### src/hw/rtl/bvcm_pkg.sv
// Package: shared types, constants and register indexes of the battery monitor.
`timescale 1ns / 1ps

package bvcm_pkg;

    // Default depth of the averaging ring
    localparam int AVG_DEPTH_DEF = 8;

    // Field widths
    localparam int MV_W     = 13;
    localparam int ADC_W    = 12;
    localparam int STABLE_W = 7;
    localparam int TOGGLE_W = 4;
    localparam int BAND_W   = 8;
    localparam int UPD_W    = 8;
    localparam int PSTATE_W = 2;

    // Configuration port
    localparam int CFG_IDX_W  = 3;
    localparam int CFG_DATA_W = 13;

    localparam logic [CFG_IDX_W-1:0] CFG_STABLE_COUNT = 3'd0;
    localparam logic [CFG_IDX_W-1:0] CFG_TOGGLE_LIMIT = 3'd1;
    localparam logic [CFG_IDX_W-1:0] CFG_FULL_HIGH_MV = 3'd2;
    localparam logic [CFG_IDX_W-1:0] CFG_FULL_LOW_MV  = 3'd3;
    localparam logic [CFG_IDX_W-1:0] CFG_DEADBAND_MV  = 3'd4;
    localparam logic [CFG_IDX_W-1:0] CFG_UPDATE_EVERY = 3'd5;

    // Register reset values
    localparam logic [STABLE_W-1:0] RST_STABLE_COUNT = 7'd100;
    localparam logic [TOGGLE_W-1:0] RST_TOGGLE_LIMIT = 4'd10;
    localparam logic [MV_W-1:0]     RST_FULL_HIGH_MV = 13'd4200;
    localparam logic [MV_W-1:0]     RST_FULL_LOW_MV  = 13'd4100;
    localparam logic [BAND_W-1:0]   RST_DEADBAND_MV  = 8'd10;
    localparam logic [UPD_W-1:0]    RST_UPDATE_EVERY = 8'd5;

    // Counter limits
    localparam logic [STABLE_W-1:0] STABLE_MAX = 7'd127;
    localparam logic [TOGGLE_W-1:0] TOGGLE_MAX = 4'd15;
    localparam logic [UPD_W-1:0]    UPD_MAX    = 8'd255;

    // Power states
    localparam logic [PSTATE_W-1:0] ST_CHARGING   = 2'd0;
    localparam logic [PSTATE_W-1:0] ST_FULL       = 2'd1;
    localparam logic [PSTATE_W-1:0] ST_ON_BATTERY = 2'd2;
    localparam logic [PSTATE_W-1:0] ST_NO_BATTERY = 2'd3;

    typedef struct packed {
        logic             charge_pin;
        logic             adc_valid;
        logic [ADC_W-1:0] adc_millivolts;
        logic             ack_value;
        logic             ack_state;
    } t_in_item;

    typedef struct packed {
        logic [MV_W-1:0]     displayed_mv;
        logic [MV_W-1:0]     raw_mv;
        logic [PSTATE_W-1:0] power_state;
        logic                value_changed;
        logic                state_changed;
    } t_out_item;

endpackage

### src/hw/rtl/bvcm_ram.sv
// Generic single-port-write, registered-read RAM.
`timescale 1ns / 1ps

module bvcm_ram #(
    parameter int WIDTH = 13,
    parameter int DEPTH = 8
) (
    input  logic                                      i_clk,
    input  logic                                      i_we,
    input  logic [(DEPTH > 1 ? $clog2(DEPTH) : 1)-1:0] i_waddr,
    input  logic [WIDTH-1:0]                          i_wdata,
    input  logic                                      i_re,
    input  logic [(DEPTH > 1 ? $clog2(DEPTH) : 1)-1:0] i_raddr,
    output logic [WIDTH-1:0]                          o_rdata
);

    logic [WIDTH-1:0] r_mem [DEPTH];
    logic [WIDTH-1:0] r_rdata;

    // Write port
    always_ff @(posedge i_clk) begin
        if (i_we) begin
            r_mem[i_waddr] <= i_wdata;
        end
    end

    // Registered read port
    always_ff @(posedge i_clk) begin
        if (i_re) begin
            r_rdata <= r_mem[i_raddr];
        end
    end

    assign o_rdata = r_rdata;

endmodule

### src/hw/rtl/bvcm_div.sv
// Restoring divider, one quotient bit per cycle, for the ring average.
`timescale 1ns / 1ps

module bvcm_div #(
    parameter int NUM_W = 16,
    parameter int DEN_W = 4
) (
    input  logic             i_clk,
    input  logic             i_rst_n,
    input  logic             i_start,
    input  logic [NUM_W-1:0] i_num,
    input  logic [DEN_W-1:0] i_den,
    output logic             o_done,
    output logic [NUM_W-1:0] o_quot
);

    localparam int CNT_W = $clog2(NUM_W + 1);

    logic [CNT_W-1:0] r_cnt;
    logic             r_done;
    logic [NUM_W-1:0] r_quot;
    logic [DEN_W-1:0] r_rem;
    logic [DEN_W-1:0] r_den;
    logic [DEN_W:0]   trial;
    logic             fits;

    // Shift in the next dividend bit and try a subtract
    assign trial = {r_rem, r_quot[NUM_W-1]};
    assign fits  = trial >= {1'b0, r_den};

    // Control: step counter and done pulse
    always_ff @(posedge i_clk) begin
        if (!i_rst_n) begin
            r_cnt  <= '0;
            r_done <= 1'b0;
        end else begin
            r_done <= 1'b0;
            if (i_start) begin
                r_cnt <= CNT_W'(NUM_W);
            end else if (r_cnt != '0) begin
                r_cnt <= r_cnt - 1'b1;
                if (r_cnt == CNT_W'(1)) begin
                    r_done <= 1'b1;
                end
            end
        end
    end

    // Datapath: remainder and quotient shift
    always_ff @(posedge i_clk) begin
        if (i_start) begin
            r_rem  <= '0;
            r_quot <= i_num;
            r_den  <= i_den;
        end else if (r_cnt != '0) begin
            r_rem  <= fits ? DEN_W'(trial - {1'b0, r_den}) : trial[DEN_W-1:0];
            r_quot <= {r_quot[NUM_W-2:0], fits};
        end
    end

    assign o_done = r_done;
    assign o_quot = r_quot;

endmodule

### src/hw/rtl/battery_voltage_and_charge_monitor.sv
// Top level: ADC averaging ring, displayed-voltage filter and charge-pin state machine.
// An item passes from S_IDLE through S_RD for an ADC reading and S_DIV when the update
// check runs, then S_PIN and S_OUT into the output register; the bit-serial divider for
// sum / fill count makes the update check the long case.
// Throughput: one item at a time; the next item is accepted once the result is in the
// output register. Reset is synchronous and active low; the ring RAM is not cleared.
`timescale 1ns / 1ps

module battery_voltage_and_charge_monitor
    import bvcm_pkg::*;
#(
    parameter int AVG_DEPTH = AVG_DEPTH_DEF
) (
    input  logic                  i_clk,
    input  logic                  i_rst_n,
    input  logic                  i_in_valid,
    output logic                  o_in_ready,
    input  t_in_item              i_in_data,
    output logic                  o_out_valid,
    input  logic                  i_out_ready,
    output t_out_item             o_out_data,
    input  logic                  i_cfg_we,
    input  logic [CFG_IDX_W-1:0]  i_cfg_idx,
    input  logic [CFG_DATA_W-1:0] i_cfg_data
);

    localparam int IDX_W  = AVG_DEPTH > 1 ? $clog2(AVG_DEPTH) : 1;
    localparam int FILL_W = $clog2(AVG_DEPTH + 1);
    localparam int SUM_W  = MV_W + $clog2(AVG_DEPTH);

    localparam logic [2:0] S_IDLE = 3'd0;
    localparam logic [2:0] S_RD   = 3'd1;
    localparam logic [2:0] S_DIV  = 3'd2;
    localparam logic [2:0] S_PIN  = 3'd3;
    localparam logic [2:0] S_OUT  = 3'd4;

    // Configuration registers
    logic [STABLE_W-1:0] r_stable_count;
    logic [TOGGLE_W-1:0] r_toggle_limit;
    logic [MV_W-1:0]     r_full_high;
    logic [MV_W-1:0]     r_full_low;
    logic [BAND_W-1:0]   r_deadband;
    logic [UPD_W-1:0]    r_update_every;

    // Control and monitor state
    logic [2:0]          r_state,  n_state;
    logic [SUM_W-1:0]    r_sum,    n_sum;
    logic [FILL_W-1:0]   r_fill,   n_fill;
    logic [IDX_W-1:0]    r_widx,   n_widx;
    logic [MV_W-1:0]     r_shown,  n_shown;
    logic [MV_W-1:0]     r_raw,    n_raw;
    logic [UPD_W-1:0]    r_upd,    n_upd;
    logic [STABLE_W-1:0] r_stable, n_stable;
    logic [TOGGLE_W-1:0] r_toggle, n_toggle;
    logic                r_prev,   n_prev;
    logic [PSTATE_W-1:0] r_pstate, n_pstate;
    logic                r_vflag,  n_vflag;
    logic                r_sflag,  n_sflag;
    logic                r_out_valid, n_out_valid;

    // Payload registers
    t_in_item            r_in;
    t_out_item           r_out;

    logic                accept;
    logic                out_load;
    logic [MV_W-1:0]     mv;
    logic [MV_W-1:0]     old_mv;
    logic                ram_we;
    logic                div_start;
    logic                div_done;
    logic [SUM_W-1:0]    div_quot;
    logic [MV_W-1:0]     avg;
    logic [MV_W-1:0]     diff;
    logic [STABLE_W-1:0] stable_inc;
    logic [PSTATE_W-1:0] eval_state;

    assign o_in_ready = (r_state == S_IDLE);
    assign accept     = i_in_valid && o_in_ready;
    assign out_load   = (r_state == S_OUT) && (!r_out_valid || i_out_ready);

    // Battery millivolts are twice the divider reading
    assign mv = {r_in.adc_millivolts, 1'b0};

    // Sample ring, read of the outgoing entry issued on accept of an ADC reading
    assign ram_we = (r_state == S_RD);

    bvcm_ram #(
        .WIDTH (MV_W),
        .DEPTH (AVG_DEPTH)
    ) u_ring (
        .i_clk   (i_clk),
        .i_we    (ram_we),
        .i_waddr (r_widx),
        .i_wdata (mv),
        .i_re    (accept && i_in_data.adc_valid),
        .i_raddr (r_widx),
        .o_rdata (old_mv)
    );

    // Average divider
    bvcm_div #(
        .NUM_W (SUM_W),
        .DEN_W (FILL_W)
    ) u_div (
        .i_clk   (i_clk),
        .i_rst_n (i_rst_n),
        .i_start (div_start),
        .i_num   (n_sum),
        .i_den   (n_fill),
        .o_done  (div_done),
        .o_quot  (div_quot)
    );

    assign avg  = div_quot[MV_W-1:0];
    assign diff = (avg > r_shown) ? avg - r_shown : r_shown - avg;

    // Debounce helpers
    assign stable_inc = (r_stable < STABLE_MAX) ? r_stable + 1'b1 : r_stable;

    always_comb begin
        if (r_in.charge_pin) begin
            if (r_shown >= r_full_high) begin
                eval_state = ST_FULL;
            end else if (r_shown >= r_full_low && r_pstate == ST_CHARGING) begin
                eval_state = ST_FULL;
            end else begin
                eval_state = ST_ON_BATTERY;
            end
        end else begin
            eval_state = ST_CHARGING;
        end
    end

    // Sequencer: next state of the monitor
    always_comb begin
        n_state     = r_state;
        n_sum       = r_sum;
        n_fill      = r_fill;
        n_widx      = r_widx;
        n_shown     = r_shown;
        n_raw       = r_raw;
        n_upd       = r_upd;
        n_stable    = r_stable;
        n_toggle    = r_toggle;
        n_prev      = r_prev;
        n_pstate    = r_pstate;
        n_vflag     = r_vflag;
        n_sflag     = r_sflag;
        n_out_valid = r_out_valid;
        div_start   = 1'b0;

        // Drop the output item once taken
        if (r_out_valid && i_out_ready) begin
            n_out_valid = 1'b0;
        end

        unique case (r_state)
            S_IDLE: begin
                if (accept) begin
                    if (i_in_data.ack_value) begin
                        n_vflag = 1'b0;
                    end
                    if (i_in_data.ack_state) begin
                        n_sflag = 1'b0;
                    end
                    n_state = i_in_data.adc_valid ? S_RD : S_PIN;
                end
            end
            S_RD: begin
                // Add the reading to the ring and the running sum
                n_raw = mv;
                if (r_fill == FILL_W'(AVG_DEPTH)) begin
                    n_sum = r_sum - SUM_W'(old_mv) + SUM_W'(mv);
                end else begin
                    n_sum  = r_sum + SUM_W'(mv);
                    n_fill = r_fill + 1'b1;
                end
                n_widx = (r_widx == IDX_W'(AVG_DEPTH - 1)) ? '0 : r_widx + 1'b1;
                n_upd  = (r_upd < UPD_MAX) ? r_upd + 1'b1 : r_upd;
                if (r_shown == '0 || n_upd >= r_update_every) begin
                    n_upd     = '0;
                    div_start = 1'b1;
                    n_state   = S_DIV;
                end else begin
                    n_state = S_PIN;
                end
            end
            S_DIV: begin
                // Move the display only past the deadband
                if (div_done) begin
                    if (diff > MV_W'(r_deadband)) begin
                        n_shown = avg;
                        n_vflag = 1'b1;
                    end
                    n_state = S_PIN;
                end
            end
            S_PIN: begin
                if (r_in.charge_pin == r_prev) begin
                    if (r_stable < r_stable_count || r_vflag) begin
                        n_stable = stable_inc;
                        if (stable_inc >= r_stable_count && eval_state != r_pstate) begin
                            n_pstate = eval_state;
                            n_vflag  = 1'b1;
                            n_sflag  = 1'b1;
                        end
                    end
                end else begin
                    // Count a toggle, declare no battery past the limit
                    n_stable = '0;
                    if (r_pstate != ST_NO_BATTERY) begin
                        if (r_toggle >= r_toggle_limit) begin
                            n_pstate = ST_NO_BATTERY;
                            n_vflag  = 1'b1;
                            n_sflag  = 1'b1;
                            n_toggle = '0;
                        end else if (r_toggle < TOGGLE_MAX) begin
                            n_toggle = r_toggle + 1'b1;
                        end
                    end
                    n_prev = r_in.charge_pin;
                end
                n_state = S_OUT;
            end
            S_OUT: begin
                // Hold until the output register is free
                if (out_load) begin
                    n_out_valid = 1'b1;
                    n_state     = S_IDLE;
                end
            end
            default: begin
                n_state = S_IDLE;
            end
        endcase
    end

    // Control and state registers
    always_ff @(posedge i_clk) begin
        if (!i_rst_n) begin
            r_state     <= S_IDLE;
            r_sum       <= '0;
            r_fill      <= '0;
            r_widx      <= '0;
            r_shown     <= '0;
            r_raw       <= '0;
            r_upd       <= '0;
            r_stable    <= '0;
            r_toggle    <= '0;
            r_prev      <= 1'b1;
            r_pstate    <= ST_CHARGING;
            r_vflag     <= 1'b0;
            r_sflag     <= 1'b0;
            r_out_valid <= 1'b0;
        end else begin
            r_state     <= n_state;
            r_sum       <= n_sum;
            r_fill      <= n_fill;
            r_widx      <= n_widx;
            r_shown     <= n_shown;
            r_raw       <= n_raw;
            r_upd       <= n_upd;
            r_stable    <= n_stable;
            r_toggle    <= n_toggle;
            r_prev      <= n_prev;
            r_pstate    <= n_pstate;
            r_vflag     <= n_vflag;
            r_sflag     <= n_sflag;
            r_out_valid <= n_out_valid;
        end
    end

    // Configuration writes
    always_ff @(posedge i_clk) begin
        if (!i_rst_n) begin
            r_stable_count <= RST_STABLE_COUNT;
            r_toggle_limit <= RST_TOGGLE_LIMIT;
            r_full_high    <= RST_FULL_HIGH_MV;
            r_full_low     <= RST_FULL_LOW_MV;
            r_deadband     <= RST_DEADBAND_MV;
            r_update_every <= RST_UPDATE_EVERY;
        end else if (i_cfg_we) begin
            unique case (i_cfg_idx)
                CFG_STABLE_COUNT: r_stable_count <= i_cfg_data[STABLE_W-1:0];
                CFG_TOGGLE_LIMIT: r_toggle_limit <= i_cfg_data[TOGGLE_W-1:0];
                CFG_FULL_HIGH_MV: r_full_high    <= i_cfg_data[MV_W-1:0];
                CFG_FULL_LOW_MV:  r_full_low     <= i_cfg_data[MV_W-1:0];
                CFG_DEADBAND_MV:  r_deadband     <= i_cfg_data[BAND_W-1:0];
                CFG_UPDATE_EVERY: r_update_every <= i_cfg_data[UPD_W-1:0];
                default: ;
            endcase
        end
    end

    // Capture the input item and load the output item
    always_ff @(posedge i_clk) begin
        if (accept) begin
            r_in <= i_in_data;
        end
        if (out_load) begin
            r_out.displayed_mv  <= r_shown;
            r_out.raw_mv        <= r_raw;
            r_out.power_state   <= r_pstate;
            r_out.value_changed <= r_vflag;
            r_out.state_changed <= r_sflag;
        end
    end

    assign o_out_valid = r_out_valid;
    assign o_out_data  = r_out;

endmodule

### config.mk
export PLATFORM = sky130hd
export DESIGN_NAME = battery_voltage_and_charge_monitor
export DESIGN_NICKNAME = d
export VERILOG_FILES = /design/src/hw/rtl/bvcm_pkg.sv /design/src/hw/rtl/bvcm_ram.sv /design/src/hw/rtl/bvcm_div.sv /design/src/hw/rtl/battery_voltage_and_charge_monitor.sv
export SDC_FILE = /design/constraint.sdc
export NUM_CORES = 1
export LEC_CHECK = 0
export BUFFER_PORTS_ARGS = -buffer_cell sky130_fd_sc_hd__buf_2
export CORE_MARGIN = 1.5
export CORE_UTILIZATION = 55
export CTS_BUF_LIST = sky130_fd_sc_hd__clkbuf_16
export DETAILED_ROUTE_END_ITERATION = 6
export HOLD_SLACK_MARGIN = 0.1
export PLACE_DENSITY = 0.69
export SLEW_MARGIN = 20
export SYNTH_ARGS = -nofsm -noshare
export SYNTH_HDL_FRONTEND = slang
export SYNTH_SLANG_ARGS = --single-unit
### constraint.sdc
create_clock -name i_clk -period 13.1 [get_ports i_clk]
set_input_delay 0.655 -clock i_clk [delete_from_list [all_inputs] [get_ports i_clk]]
set_output_delay 0.655 -clock i_clk [all_outputs]
set_load 0.02 [all_outputs]
After elaboration in Yosys (flattened, before gate mapping)
Memory sizes are Yosys's and may differ from the RTL's. A register that Yosys moved wholly into a read port is not among the register bits.
Index checks and enable logic that the tools add are counted.
Operators by class
  $lt $le $gt $ge: 12
  bitwise logic cells: 3
  $add $sub $neg: 12
  reductions and logical operators: 37
  equal/unequal tests: 27
  mux-type cells: 53
Operators with widths (number)
  16-bit two-way mux: 4
  16-bit by 13-bit adder with 16-bit output: 2
  13-bit >= comparator: 2
  13-bit subtractor: 2
  7-bit two-way mux: 3
  1-bit two-way mux: 20
  4-bit two-way mux: 5
  2-bit two-way mux: 9
  8-bit two-way mux: 2
  2-bit AND reduction: 8
  16-bit by 13-bit subtractor with 16-bit output: 1
  3-bit one-hot mux with 5 select lines: 1
  13-bit greater-than comparator: 1
  13-bit by 8-bit greater-than comparator with 1-bit output: 1
  13-bit logical NOT: 1
  13-bit two-way mux: 1
  3-bit by 2-bit == test with 1-bit output, second input constant: 4
  3-bit == test, second input constant: 4
  3-bit two-way mux: 4
  2-bit by 1-bit != test with 1-bit output, second input constant: 6
  3-bit != test, second input constant: 4
  5-bit two-way mux: 2
  2-bit nonzero test: 5
  9-bit AND reduction: 1
  other kinds (36): 51
Word-level totals
  memory bits (writable): 96
  output and inout port bits: 32
  bits of input ports: 37
  memories: 1
  register bits after elaboration: 214
Memory list
  u_ring.r_mem: depth 8, bits a word 12, rd ports 1, clocked after Yosys merged registers in 1, write ports 1, RTL line bvcm_ram.sv:17  | logic [WIDTH-1:0] r_mem [DEPTH];

Depth between registers and ports, before layout
Gate-level depths: netlist of run 1.
  depth in word-level cells: 11
  mapped depth: 23
  depth with buffers taken out: 21

Cells and area by module
From an unflattened synthesis of run 1, not the netlist that was laid out.
Second synthesis, totals
  cell total of the unflattened synthesis: 1603
  area total of the unflattened synthesis: 16842.4 sq um
By module, submodules not included
  battery_voltage_and_charge_monitor: times used 1, cells each 1317, area each 10950.5 sq um
  bvcm_ram: times used 1, cells each 176, area each 4445.5 sq um
  bvcm_div: times used 1, cells each 110, area each 1446.4 sq um

Worst setup path before layout of run 1
OpenSTA, ideal clock, no wires.
  path kind: reg2reg
  from: register r_shown[1]
  to: register r_shown[10]
  stages on the path, launching flop included: 23
  setup time: 0.120 ns
  required time: 12.980 ns
  path slack: 8.930 ns
  clock period less this slack: 4.170 ns
  arrival: 4.050 ns
  cells stage by stage: dfxtp_1 -> inv_1 -> ha_1 -> nor2b_1 -> o2111ai_1 -> a21oi_2 -> o22ai_2 -> o21a_1 -> or3_1 -> o31a_1 -> o2bb2ai_1 -> a31oi_1 -> xnor2_1 -> ha_1 -> o21ai_0 -> a21oi_1 -> o21a_1 -> nor3_1 -> nor2_1 -> nor4_2 -> a31oi_2 -> buf_6 -> mux2i_1
Between the ends
  word-level cells in the longest chain between the ends: 4
  elaborated cells on any way between the ends: 6
Ends and longest elaborated chain
  start, declared: RTL line battery_voltage_and_charge_monitor.sv:50  | logic [MV_W-1:0] r_shown, n_shown;
  start signal, assigned: RTL line battery_voltage_and_charge_monitor.sv:261  | r_shown <= n_shown;
  13-bit subtractor / 13-bit greater-than comparator (equally long branches): RTL line battery_voltage_and_charge_monitor.sv:116  | assign diff = (avg > r_shown) ? avg - r_shown : r_shown - avg;
  13-bit two-way mux (*): RTL line battery_voltage_and_charge_monitor.sv:116
  13-bit by 8-bit greater-than comparator with 1-bit output (*): RTL line battery_voltage_and_charge_monitor.sv:192  | if (diff > MV_W'(r_deadband)) begin
  3-bit AND reduction (no line) (*)
Mark *: on every way between the ends. The rest lies on a longest branch, timed or not.
A chain may end at the register's enable or synchronous reset.

Worst setup path after layout of run 1
  from: register r_shown[4]
  to: register r_shown[6]
The elaborated chain is that of the path after synthesis.

==> results of run 1 <==
routing by layer:
metal	vias up	routed length, um	GRT usage
met5	-	0	0
met3	73	2625	0.04528
met2	362	16890	0.3860
met1	5629	18120	0.3741
li1	5789	-	-
met4	0	1420	0.09914
worst max-delay path, stage by stage, from the launching register on:
cell and delay (ps):
dfxtp_1 480, inv_1 80, ha_1 500, inv_1 90, o21ba_1 230, a21oi_2 200
o22ai_2 150, o21a_1 330, or3_1 360, o31a_1 110, o2bb2ai_1 150, a31oi_1 240
xnor2_1 110, ha_1 310, o21ai_0 80, a21oi_1 110, o21a_1 130, nor3_1 50
nor2_1 150, nor4_2 90, a31oi_2 890, mux2i_1 280
cell type report:
cell class	instances	share of cell area
flip-flops and latches	308	0.4378
clock buffers	34	0.04734
inverters	153	0.03195
multi-input cells	1090	0.4183
repair buffers	79	0.02367
clock inverters	28	0.01427
well taps	384	0.02673
layout by cell type, fill, tap and decap left out, drive strengths merged, types with 34 or more instances in the layout:
cell	count
o21ai	48
a21oi	131
dfxtp	138
clkbuf	34
nand2	228
edfxtp	170
inv	163
nor3	35
ha	124
nor2	104
buf	79
Yosys cell counts (6+ instances only):
cell        n  area share
a211oi_1   19      0.0088
a21o_1     26       0.012
a21oi_1   129       0.040
a221oi_1   13      0.0070
a22oi_1    17      0.0079
a31oi_1     7      0.0027
and2_1     13      0.0050
and3_1     12      0.0046
buf_1       6      0.0014
clkbuf_1   51       0.012
dfxtp_1   138        0.17
edfxtp_1  170        0.32
fa_1       17       0.021
ha_1      124       0.096
inv_1     152       0.035
mux2_2     28       0.019
mux2i_1    30       0.019
mux4_2      6      0.0084
nand2_1   228       0.053
nand2b_1   12      0.0046
nand3_1    32      0.0099
nand4_1     9      0.0035
nor2_1    104       0.024
nor2b_1    16      0.0062
nor3_1     35       0.011
nor4_1      6      0.0023
o211ai_1   19      0.0088
o21a_1     17      0.0079
o21ai_0    45       0.014
o22ai_1     8      0.0031
or3_1       9      0.0035
xnor2_1    31       0.017
xor2_1     16      0.0087
through the flow:
step	hold slack (ps)	cell area, sq um	power (mW)	worst slack [ps]
6_report	300.4	17970	2.981	7912
5_1_grt	285.7	17970	3.149	7570
4_1_cts	286.6	17960	2.989	7942
3_5_place_dp	420.1	16860	2.050	8003
3_3_place_gp	411.9	16850	2.043	8070
2_1_floorplan	408.1	16170	1.840	8930
final timing paths:
path	startpoint	to	slack, ps
max	r_shown[4]$_SDFFE_PN0P_	r_shown[6]$_SDFFE_PN0P_	7910
min	i_in_data[15]	r_in[15]$_DFFE_PP_	300
max reg2reg	r_shown[4]$_SDFFE_PN0P_	r_shown[6]$_SDFFE_PN0P_	7910
min reg2reg	r_raw[5]$_SDFFE_PN0P_	o_out_data[9]$_DFFE_PP_	430
power by group:
| part | internal, mW | switching (mW) |
|---|---|---|
| logic | 0.351 | 0.510 |
| clock network | 0.540 | 0.400 |
| registers | 1.11 | 0.0647 |
state kept, by name, summed over array words and instances, names as in the netlist, 8 cells and up:
signal,flops
u_ring.r_mem,96
o_out_data,29
u_div.o_quot,16
r_sum,15
r_full_high,13
r_full_low,13
r_shown,13
mv,12
r_raw,12
u_ring.o_rdata,12
r_deadband,8
r_upd,8
r_update_every,8
kinds of logic after synthesis:
logic type / Yosys count / share of synthesized area
muxes: 64 / 0.04642
and+or+nand+nor: 491 / 0.1348
AOI/OAI and AO/OA: 346 / 0.1379
xor gates and xnor gates: 47 / 0.02545
buffers and inverters: 217 / 0.05176
DFF: 308 / 0.4865
adders and majority gates: 141 / 0.1170
other: 1 / 0.0002319
==> flow_summary.ini, run 1 <==
[cells_and_area]
fillCellCount = 2398
syn_to_final_growth_pct = 11.12
nets = 1844
multi_input_area_sq_um = 7517
seq_area_sq_um = 7868
final_util = 0.6228
drive_above_1_share = 0.1093
stdcell_count = 2076
antennaDiodeCount = 0

[grt]
antenna_found_initial = 0
grt_max_degree = 57
grt_usage = 0.2582
grt_overflow = 0
first_global_vias = 11380
grt_pass1_wl_um = 61600

[timing]
hold_viol_final = 0
maxSlewViolCount = 0
setup_violations = 0
max_slew.worst_pin.slew_ps = 1101
skew_ps = 30.09
max_freq_ghz = 0.1927
period_minus_slack_ps = 5188
rsz0062_at_grt = no
setup_tns_ps = 0
slew_headroom = 0.2635
fin_crit_sh = 0.3961

[clocking]
numCtsBuffers = 34
cts.hold.buffers_added = 0
cts_sinks = 308
cts_tree = built
cts_buffer_depth = 3
cts_htree_levels = 2
clock-root-buffer = clkbuf_16
post_cts_buffers = 0
cts.repair.resized = 0
clk_latency_ps = 530
path_clk_slew_ps = 60

[setup_path]
r2r_cells = 21
endpoint_kind = register
crit_type = register to register
worst-path-max-fanout = 13
required_ps = 13540
cp-start-kind = register
crit_arrival_ps = 5630

[logic_synthesis]
ys_seq_area_frac = 0.4865
yosys.cell_types.count = 70
ys_warn_count = 0
ys_async_sr_fraction = 0
synth_edf_count = 170
syn-num-nets = 1793
postSynthCellCount = 1615
synth-seq-cells = 308
postSynthAreaPerCell_sq_um = 10.01
synth_area_sq_um = 16170
synthFlopType = edfxtp_1

[placed_design]
place_congestion = 0.9017
portBuffers = 67
place_hpwl_um = 27890
dpl.cell_count = 2014

[pwr]
power_density_nw_per_um2 = 165.9
ir_drop_mv = 0.1695
leakage_nw = 7.195

[floorplan]
initial_core_util = 0.5604
num_io_pins = 69
dieWidth_um = 174.5
core_area_sq_um = 28860
die_y_um = 174.5
fp.dieArea_sq_um = 30440
rows = 62

[route]
num_vias = 11850
dr.pass1.iters = 5
ant_nets = 0
drcViolationCount = 0
wl_per_cell_um = 18.81
routed_via_density = 5.710
wl_um = 39060
drt_iter0_markers = 962

[outcome]
status = completed

[hold_path]
hold_class = primary input to register
worstHoldPathCells = 1

[run]
maxCapViolCount = 0
Note: power is estimated with default switching activity, not from simulation.
==> run 2, diff against run 1 <==
PLACE_DENSITY = 0.72   (was 0.69)
clock period = 4.5 ns   (was 13.1 ns; I/O delays follow)
==> run 2 against run 1 <==
Worst hold slack lost 160 ps. Sequential share of layout area down 1.6 points. Clock power grew to 2.9 times the previous value. Design area grew 3.7%. Die area stayed put. Power grew to 3.0 times the previous value. Non-clock buffer count increased by 73. Clock skew decreased by 5.5 ps. Critical path type unchanged. Critical endpoint unchanged. Largest power group unchanged. Highest routed layer is now met5.
==> flow_summary.ini, run 2 (synthesis results as in run 1) <==
[route]
wl_met3_um = 2576
routed.top_layer = met5
routed_via_density = 5.718
drcViolationCount = 0
wl_per_cell_um = 18.66
dr.pass1.iters = 6
met1Wirelength_um = 17970
drt_iter0_markers = 1159
wl_um = 40100
num_vias = 12290
wl_met2_um = 18290
ant_nets = 0

[timing]
max_slew.worst_pin.slew_ps = 1040
max_freq_ghz = 0.2368
setup_tns_ps = 0
period_minus_slack_ps = 4223
setup_violations = 0
rsz0062_at_grt = no
hold_viol_final = 0
maxSlewViolCount = 0
fin_crit_sh = 0.9384
slew_headroom = 0.3051
skew_ps = 24.63

[floorplan]
core_area_sq_um = 28860
die_y_um = 174.5
initial_core_util = 0.5604
num_io_pins = 69
rows = 62
fp.dieArea_sq_um = 30440
dieWidth_um = 174.5

[clocking]
cts_tree = built
cts_buffer_depth = 3
cts_htree_levels = 2
numCtsBuffers = 34
clock-root-buffer = clkbuf_16
cts_sinks = 308
clk_latency_ps = 520
path_clk_slew_ps = 60

[setup_path]
required_ps = 4880
crit_family = compound AO/OA/AOI/OAI gates
slowest_delay_ps = 480
crit_buf_inv = 3
crit_type = register to register
worst-path-max-fanout = 13
rrSetupSlack_ps = 280
crit_path_start = u_div.o_quot[4]$_DFFE_PP_
endpoint_kind = register
crit_top_cell = o21a_1
reg2reg_from = u_div.o_quot[4]$_DFFE_PP_
crit_arrival_ps = 4610
crit_chain = ha_4 -> inv_1 -> o21ba_1 -> a21oi_2 -> o22ai_2 -> o21a_1 -> or3_1 -> o31a_1 -> o2bb2ai_2 -> a31oi_1 -> xnor2_1 -> ha_1 -> o21ai_0 -> a21oi_1 -> o21a_1 -> nor3_1 -> nor2_1 -> nor4_2 -> buf_4 -> a31oi_2 -> buf_12 -> mux2i_1
cp-start-kind = register
cpMaxStageDelayCell = edfxtp_1

[pwr]
p_int_mw = 6.006
power_density_nw_per_um2 = 477.3
p_seq_frac = 0.382
sw_frac_of_total = 0.3250
comb_power_share = 0.311
power_switching_mw = 2.892
p_clk_frac = 0.306
ir_drop_mv = 0.3523
finalPower_mw = 8.898
leakage_nw = 7.547

[cells_and_area]
largest_reg_flops = 96
multi_input_area_sq_um = 7565
layout_common_cells = 228 x nand2_1, 170 x edfxtp_1, 161 x inv_1
nets = 1917
top_register = u_ring.r_mem
drive_above_1_share = 0.1326
antennaDiodeCount = 0
syn_to_final_growth_pct = 15.27
mostFrequentLayoutCell = nand2_1
fillCellCount = 2315
seq_area_sq_um = 7869

[grt]
first_global_vias = 11940
grt_pass1_wl_um = 63200
antenna_found_initial = 1
grt_overflow = 0
grt_max_degree = 56
grt_usage = 0.2648

[outcome]
status = completed

[hold_path]
hold_start = i_in_valid
hold_class = primary input to register

[placed_design]
place_hpwl_um = 28570
place_congestion = 0.8838
portBuffers = 67

[run]
maxCapViolCount = 0
run 2: worst register-to-register path, stage by stage, from the launching register on:
cell	delay [ps]
edfxtp_1	480
ha_4	340
inv_1	50
o21ba_1	200
a21oi_2	160
o22ai_2	120
o21a_1	240
or3_1	310
o31a_1	130
o2bb2ai_2	140
a31oi_1	160
xnor2_1	160
ha_1	270
o21ai_0	80
a21oi_1	50
o21a_1	170
nor3_1	130
nor2_1	80
nor4_2	240
buf_4	160
a31oi_2	110
buf_12	200
mux2i_1	120
run 2: layout make-up:
cell class	instances	share of cell area
flip-flops and latches	308	0.4221
repair buffers	152	0.05691
clock inverters	27	0.01168
well taps	384	0.02577
clock buffers	35	0.04698
inverters	153	0.03081
multi-input cells	1090	0.4058
run 2: what timing repair did:
action	CTS	global route
endpoints found under the hold margin	67	0
endpoints found under the setup margin	0	13
buffers inserted	0	1
hold buffers	30	0
gates resized for setup	0	8
run 2: final timing paths:
path                                                 end  cells after the start
worst max-delay path             r_shown[6]$_SDFFE_PN0P_                     22
worst min-delay path             r_state[1]$_SDFFE_PN0P_                      3
worst max register to register   r_shown[6]$_SDFFE_PN0P_                     22
worst min register to register  o_out_data[13]$_DFFE_PP_                      0
run 2: power groups by stage:
| stage | Clock (mW) | Combinational (mW) | Sequential, mW |
|---|---|---|---|
| 3_3_place_gp | 0 | 2.67 | 3.44 |
| 5_1_grt | 2.85 | 3.09 | 3.43 |
| 2_1_floorplan | 0 | 1.94 | 3.42 |
| 6_report | 2.72 | 2.77 | 3.40 |
| 3_5_place_dp | 0 | 2.68 | 3.45 |
| 4_1_cts | 2.75 | 2.71 | 3.39 |
run 2: per-stage QoR:
step / util / area [sq um] / hold slack, ps / setup WS (ps) / std cells
6_report: 0.6460 / 18640 / 140.7 / 277.4 / 2149
5_1_grt: 0.6460 / 18640 / 164.9 / 1.195 / 2149
4_1_cts: 0.6442 / 18590 / 120.2 / 186.8 / 2148
3_5_place_dp: 0.5959 / 17200 / 404.6 / 216.0 / 2056
3_3_place_gp: 0.5953 / 17180 / 404.2 / 251.0 / 2056
2_1_floorplan: - / 16170 / 323.9 / 330.0 / 1615
run 2: routing by layer:
| metal | track usage | vias up |
|---|---|---|
| met5 | 0 | - |
| met4 | 0.09159 | 2 |
| met3 | 0.03871 | 71 |
| met2 | 0.4271 | 388 |
| met1 | 0.3659 | 5880 |
| li1 | - | 5948 |
==> run 3, diff against run 2 <==
--- a/config.mk
+++ b/config.mk
@@ -13,3 +13,3 @@
 export HOLD_SLACK_MARGIN = 0.1
-export PLACE_DENSITY = 0.72
+export PLACE_DENSITY = 0.81
 export SLEW_MARGIN = 20
==> constraint.sdc (replaced) <==
create_clock -name i_clk -period 4.5 [get_ports i_clk]
set_input_delay 0 -clock i_clk [delete_from_list [all_inputs] [get_ports i_clk]]
set_output_delay 0 -clock i_clk [all_outputs]
set_load 0.02 [all_outputs]
==> run 3 against run 2 <==
Via count up 2.7%. Non-clock buffer count grew 1. Register-to-register slack got worse by 70 ps. Maximum frequency down 1.7%. Clock skew is 4.8 ps higher. Core utilization down 0.31 points. First-iteration DRC count fell by 9.6%. Count of clock-buffer cells in the layout unchanged. Sequential power about the same. Critical endpoint is now r_shown[9]$_SDFFE_PN0P_. Largest cell class unchanged. Highest routed layer is now met4.
==> flow_summary.ini, run 3 (synthesis results as in run 1) <==
[grt]
grt_pass1_wl_um = 65450
grt_max_degree = 57
grt_overflow = 0
antenna_found_initial = 0
first_global_vias = 12730
grt_usage = 0.2718

[route]
routed_via_density = 5.872
dr.pass1.iters = 6
ant_nets = 0
drt_iter0_markers = 1048
drcViolationCount = 0
num_vias = 12620
wl_um = 41210
wl_per_cell_um = 19.17

[clocking]
cts_tree = built
clk_latency_ps = 530
numCtsBuffers = 34
clock-root-buffer = clkbuf_16
path_clk_slew_ps = 60
cts_htree_levels = 2
cts_buffer_depth = 3
post_cts_buffers = 0
cts_sinks = 308

[placed_design]
dpl.cell_count = 2051
place_hpwl_um = 28750
placed_area_sq_um = 17120
portBuffers = 67
preCtsSetupSlack_ps = 171.1
place_congestion = 0.9120

[floorplan]
dieWidth_um = 174.5
initial_core_util = 0.5604
die_y_um = 174.5
core_area_sq_um = 28860
rows = 62
fp.dieArea_sq_um = 30440
num_io_pins = 69

[cells_and_area]
mostFrequentLayoutCell = nand2_1
drive_above_1_share = 0.1280
syn_to_final_growth_pct = 14.72
layout_common_cells = 228 x nand2_1, 170 x edfxtp_1, 160 x inv_1
top_register = u_ring.r_mem
final_util = 0.6430
fillCellCount = 2214
multi_input_area_sq_um = 7531
antennaDiodeCount = 0
largest_reg_flops = 96
fin_area_sq_um = 18550
nets = 1918
stdcell_count = 2150
seq_area_sq_um = 7868

[setup_path]
endpoint_kind = register
crit_arrival_ps = 4680
r2r-end = r_shown[9]$_SDFFE_PN0P_
crit_path_start = u_div.o_quot[4]$_DFFE_PP_
worst-path-max-fanout = 12
r2r_cells = 20
crit_type = register to register
rrSetupSlack_ps = 200
crit_end = r_shown[9]$_SDFFE_PN0P_
reg2reg_from = u_div.o_quot[4]$_DFFE_PP_
cp-start-kind = register
required_ps = 4890

[timing]
maxSlewViolCount = 0
hold_viol_final = 0
rsz0062_at_grt = no
setup_tns_ps = 0
skew_ps = 29.44
fin_ws_ps = 203.6
whs_ps = 192.0
setup_violations = 0
max_slew.worst_pin.slew_ps = 987.3
slew_headroom = 0.3409
period_minus_slack_ps = 4296
max_freq_ghz = 0.2328
fin_crit_sh = 0.9548

[run]
maxCapViolCount = 0

[pwr]
finalPower_mw = 8.671
ir_drop_mv = 0.3266
leakage_nw = 7.525
power_density_nw_per_um2 = 467.4

[hold_path]
hold_class = primary input to register

[outcome]
status = completed
-- run 3: per-layer routing --
metal,part of all wire,vias up,GRT usage
met5,0,-,0
met4,0.029,0,0.09519
met3,0.075,100,0.03478
met2,0.49,506,0.4749
met1,0.40,6075,0.3469
li1,-,5943,-
-- run 3: area by class of cell --
cell class                 instances  share of cell area
clock inverter                    27            0.007485
clock buffer                      35             0.04720
sequential                       308              0.4240
multi-input combinational       1090              0.4059
timing repair buffer             153             0.05853
tap                              384             0.02590
inverter                         153             0.03095
-- run 3: worst min-delay path by stage --
| stage | startpoint | endpoint | slack [ps] | cells past startpoint |
|---|---|---|---|---|
| after CTS | i_in_data[13] | mv[12]$_DFFE_PP_ | 180 | 2 |
| after global routing | i_in_data[13] | mv[12]$_DFFE_PP_ | 200 | 2 |
| final | i_in_data[6] | mv[5]$_DFFE_PP_ | 190 | 2 |
| after global placement | i_in_data[11] | mv[10]$_DFFE_PP_ | 180 | 1 |
| after floorplan | i_in_data[11] | mv[10]$_DFFE_PP_ | 100 | 0 |
| after detailed placement | i_in_data[13] | mv[12]$_DFFE_PP_ | 180 | 1 |
-- run 3: critical path, cell delays in order, from the launching register on --
cell,delay (ps)
edfxtp_1,400
ha_1,370
nand4_1,180
nor2_1,100
a211o_1,360
o21a_1,210
or3_1,310
o31a_1,120
o2bb2ai_1,150
a31oi_1,170
xnor2_1,150
ha_1,270
o21ai_0,80
a21oi_1,60
o21a_1,170
nor3_1,130
nor2_1,100
nor4_2,330
a31oi_2,200
buf_12,200
mux2i_1,130
-- run 3: timing repair --
item                                    in CTS  in global routing
endpoints found under the hold margin       72                  0
endpoints found under the setup margin       0                 12
resized for setup                            0                  7
hold buffers                                37                  0
-- run 3: power breakdown --
| part | leakage [nW] | internal, mW | switching [mW] |
|---|---|---|---|
| combinational | 4.30 | 1.15 | 1.57 |
| clock | 0.545 | 1.42 | 1.12 |
| sequential | 2.68 | 3.24 | 0.165 |
| total | 7.52 | 5.81 | 2.86 |
